[src/rtl/u8250_ram.sv]
`timescale 1ns / 1ps
// Generic single-write, single-read synchronous RAM with a registered read port.
// Self-contained; holds the receive ring of the UART register model.
module u8250_ram #(
  parameter int WIDTH = 8,
  parameter int DEPTH = 256
) (
  input  logic                                    clk,
  input  logic                                    we,
  input  logic [((DEPTH > 1) ? $clog2(DEPTH) : 1)-1:0] waddr,
  input  logic [WIDTH-1:0]                        wdata,
  input  logic                                    re,
  input  logic [((DEPTH > 1) ? $clog2(DEPTH) : 1)-1:0] raddr,
  output logic [WIDTH-1:0]                        rdata
);

  logic [WIDTH-1:0] mem [DEPTH];

  // Write port.
  always_ff @(posedge clk) begin
    if (we) begin
      mem[waddr] <= wdata;
    end
  end

  // Read port; data holds until the next enabled read.
  always_ff @(posedge clk) begin
    if (re) begin
      rdata <= mem[raddr];
    end
  end

endmodule

[config.mk]
export PLATFORM = sky130hd
export DESIGN_NAME = u8250_ram
export DESIGN_NICKNAME = d
export VERILOG_FILES = /design/src/rtl/u8250_ram.sv
export SDC_FILE = /design/constraint.sdc
export NUM_CORES = 2
export LEC_CHECK = 0
export ABC_AREA = 1
export BUFFER_PORTS_ARGS = -buffer_cell sky130_fd_sc_hd__buf_2
export CORE_ASPECT_RATIO = 0.7
export CORE_MARGIN = 8
export CORE_UTILIZATION = 55
export CTS_BUF_LIST = sky130_fd_sc_hd__clkbuf_8
export CTS_CLUSTER_DIAMETER = 120
export DETAILED_ROUTE_END_ITERATION = 10
export PLACE_DENSITY = 0.71
export SLEW_MARGIN = 20
export SYNTH_ARGS = -nofsm -noshare
export SYNTH_HDL_FRONTEND = slang
export SYNTH_SLANG_ARGS = --single-unit
[constraint.sdc]
create_clock -name clk -period 2.4 [get_ports clk]
set_input_delay 0.12 -clock clk [delete_from_list [all_inputs] [get_ports clk]]
set_output_delay 0.12 -clock clk [all_outputs]
set_load 0.005 [all_outputs]
Yosys cells after proc, flatten, opt, wreduce, memory -nomap -nowiden

Memory sizes are Yosys's and may differ from the RTL's. A register that Yosys moved wholly into a read port is not among the register bits.
Cells that the tools add are included.

Word-level logic and storage cells: 3
Bits in writable memories: 2,048
Input port bits: 27
Flip-flop bits (word level): 0
Output and inout bits: 8
Memories: 1

Memories:

| memory | depth | width | rd ports | clocked after Yosys merged registers in | wr ports | line | RTL |
|---|---|---|---|---|---|---|---|
| mem    | 256   | 8     | 1        | 1                                       | 1        | 17   | `logic [WIDTH-1:0] mem [DEPTH];` |

Mux-type cells: 2

Operator list:

| cell    | count |
|---|---|
| $mux W1 | 2 |

Logic depth before layout (Yosys ltp)

Word-level depth: 2
Gate-level depth with buffers: 15
Mapped depth without buffers: 11

Least setup slack after synthesis

OpenSTA, ideal clock, no wires.

Path type: input -> register
Start: input we
End: memory mem[162][0], enable pin
Slack: 789 ps
Arrival time: 1,241 ps
Cell stages on the path: 4
Required time: 2,030 ps
Cell sequence: clkbuf_1 nand3_1 clkbuf_1 nor2_1

Longest elaborated chain between the ends: 2

Ends and longest elaborated chain:

| element                       | line | RTL |
|---|---|---|
| start, declared               | 9    | `input logic we,` |
| $mux W1                       | 21   | `if (we) begin` |
| $mux W1 (implied by the code) | 22   | `mem[waddr] <= wdata;` |
| end, declared                 | 17   |  |

No other way between the ends.

Worst setup path in the final report

Start: input waddr[3] (netlist name)
End: memory mem[186][3], enable pin

RTL lines:

| element         | line | RTL |
|---|---|---|
| start, declared | 10   | `input logic [((DEPTH > 1) ? $clog2(DEPTH) : 1)-1:0] waddr,` |

No word-level cell before the write port.

==> results by group <==
Finish
  – Area Overhead vs Synth: 13.6%
  – Share of layout cells above drive strength 1: 0.120
  – Non-filler cells, final: 9656
  – Register area: 61700 um^2
  – Final layout net count: 7457
  – Fillers: 11200
  – Multi-input logic area: 19100 um^2

Logic synthesis
  – Post-synth top cells: 2123 x nand2_1, 2056 x edfxtp_1, 2019 x nand3_1, 283 x nor2_1, 268 x buf_2
  – Gate count of the mapped netlist: 7003
  – Synthesized area: 83500 um^2
  – Seq/Total Area, Yosys: 0.740
  – Dominant cells by area after synthesis: edfxtp_1 74%, nand3_1 12%, nand2_1 9.5%
  – Most common flop cell mapped by yosys: edfxtp_1
  – Synth cell types: 13
  – FF+latch count, synth: 2056
  – Most numerous cell in the Yosys netlist: nand2_1
  – YS warnings: 0
  – Syn nets: 7030
  – Ys async rst share: 0
  – Post-synth EDFFs: 2056
  – Yosys top cell area share: 0.740
  – Mapped Avg Cell Area: 11.9 um^2
  – Synth area leader: edfxtp_1

Drt
  – Final ANT Viol Nets: 0
  – Drt wl/cell: 24.8 um
  – Routed vias/inst: 6.11
  – Via count: 59000
  – 1st-iter DRT viols: 9668
  – First-pass DRT Iterations: 6
  – DRC: 0
  – Final wirelength: 240000 um

Outcome
  – Status: completed

Setup path
  – Worst Path Required: 3.04 ns
  – CP max stage delay: 0.55 ns
  – Max Fanout on Critical Path: 13
  – Reg-to-reg slack, setup: 0.24 ns
  – Slowest-stage cell, CP: dlygate4sd3_1
  – Crit Path Category: primary input to flop
  – Critical path arrival: 2.88 ns
  – Crit-path cells: dlygate4sd3_1, buf_2, inv_1, nor2_1, dlygate4sd3_1, inv_1, nor2_1, dlygate4sd3_1, nand2_1, buf_12, nor2_2
  – Setup crit end kind: flop
  – Setup crit start kind: primary input
  – Cell repeated most along the worst path: dlygate4sd3_1

STA
  – Highest Clock Rate: 447 MHz
  – Hold Fails Final Rpt: 0
  – Max-Slew Margin vs Limit: 0.325
  – Hold slack: 0.0883 ns
  – Worst Max-Slew Pin Slew: 1.01 ns
  – Max Transition Viols Final: 0
  – Final worst setup slack: 0.164 ns
  – Total negative slack: 0 ns
  – Minimum clock period after layout: 2.24 ns
  – RSZ-0062 raised after global routing: false
  – Skew final: 0.0837 ns
  – Endpoints failing setup: 0
  – Final period utilization: 0.931

Die
  – Core area: 151000 um^2
  – Die area: 165000 um^2
  – Die W: 482 um
  – I/O pin cnt: 35
  – # rows: 119
  – Initial Util: 0.555
  – Die H: 342 um

Power
  – Net Sw Frac: 0.241
  – Leakage: 34.1 nW
  – Pwr Density: 742 nW/um^2
  – Internal: 0.0534 W
  – Reg power frac: 0.564
  – Clock power share: 0.364
  – Post-route total power: 0.0703 W
  – VDD IR max: 0.670 mV
  – Comb pwr share: 0.072
  – Psw: 0.0169 W

Clocking
  – # clock sinks: 2056
  – Root buffer cell: clkbuf_8
  – Htree depth: 5
  – CTS max path bufs: 4
  – CTS clock-pin slew for the worst setup and hold paths: 0.06 ns
  – CTS tree: done
  – Skew-Pair Late Insertion Delay: 1.05 ns
  – Num CTS Buffers: 312

Run
  – Max-cap violations: 0

Placed design
  – Placer's final routability congestion estimate: 0.954
  – Pre-CTS setup slack: -0.192 ns
  – Port Buffer Count: 34
  – Placed Cells: 9083
  – Dpl hpwl: 147000 um

GRT
  – Antenna violations before repair: 10
  – Gr usage total: 0.287
  – Global-route wire length before repair: 356000 um
  – Total grt overflow: 0
  – Largest net degree at the start of global routing: 106
  – Vias in the first global route: 55400

Min path
  – Hold/Removal Path Class: primary input to flop
placed cells by master, fill, tap and decap left out:
cell type      synthesis  routed
nand2_1             2123    2123
edfxtp_1            2056    2056
nand3_1             2019    2019
buf_4                 46     425
clkbuf_8               0     317
nor2_1               283     280
inv_1                 36     130
buf_12                 0     109
clkinv_1               0      82
dlygate4sd3_1          0      29
buf_2                268      22
diode_2                0      21
clkinv_2               0      17
buf_8                  1      11
clkinvlp_4             0       7
nor2_2                 0       3
inv_8                  0       2
bufinv_16              0       2
inv_6                  0       2
inv_16                 0       1
inv_4                  1       1
inv_2                  2       1
layout make-up:
cell class / count / share of cell area
flip-flops and latches: 2056 / 0.651
well taps: 1996 / 0.0263
clock buffers: 317 / 0.0460
repair buffers: 596 / 0.0626
multi-input cells: 4425 / 0.202
inverters: 39 / 0.00190
diodes: 21 / 0.000554
clock inverters: 206 / 0.00932
state kept, by name, indices dropped and copies added (netlist names):
register and count:
rdata 8, mem 2048
timing repair:
| item | in CTS | in global routing |
|---|---|---|
| endpoints found under the hold margin | 2458 | 0 |
| hold buffers | 29 | 0 |
| resized for setup | 0 | 3 |
| buffers inserted | 0 | 0 |
| setup endpoints to repair | 0 | 16 |
cell families after synthesis:
logic type             synth area share
AND/OR/NAND/NOR                   0.229
flip-flops                        0.740
buffers and inverters            0.0312
per-stage QoR:
step	instance area, um^2	util
after CTS	94700	0.629
final	94800	0.630
after detailed placement	89200	0.593
after global placement	89200	0.593
after global routing	94800	0.629
after floorplan	83500	-
critical path, delay by kind of cell:
kind	cells	cell delay, ns
buf+inv	7	2.08
simple gates	4	0.65
worst paths after layout:
kind,startpoint,end,depth (start not counted)
worst min-delay path,wdata[2],mem[100][2],2
worst max-delay path,waddr[3],mem[186][3],11
worst min register to register,mem[144][7],rdata[7],10
worst max register to register,mem[139][4],rdata[4],10
power groups by stage:
stage          registers, W  clock network [W]  logic [W]
6_report             0.0396             0.0256    0.00507
2_1_floorplan        0.0404                  0    0.00244
3_5_place_dp         0.0404                  0    0.00489
3_3_place_gp         0.0404                  0    0.00482
4_1_cts              0.0396             0.0258    0.00494
5_1_grt              0.0396             0.0274    0.00537
metal layers:
layer | vias up | part of all wire | global-route usage | wire length [um]
met1 | 28200 | 0.40 | 0.430 | 95000
met3 | 538 | 0.15 | 0.0845 | 36200
li1 | 25800 | - | - | -
met2 | 4449 | 0.42 | 0.403 | 101000
met5 | - | 0.000054 | 0 | 13
met4 | 2 | 0.029 | 0.0917 | 6910
Note: power is estimated with default switching activity, not from simulation.
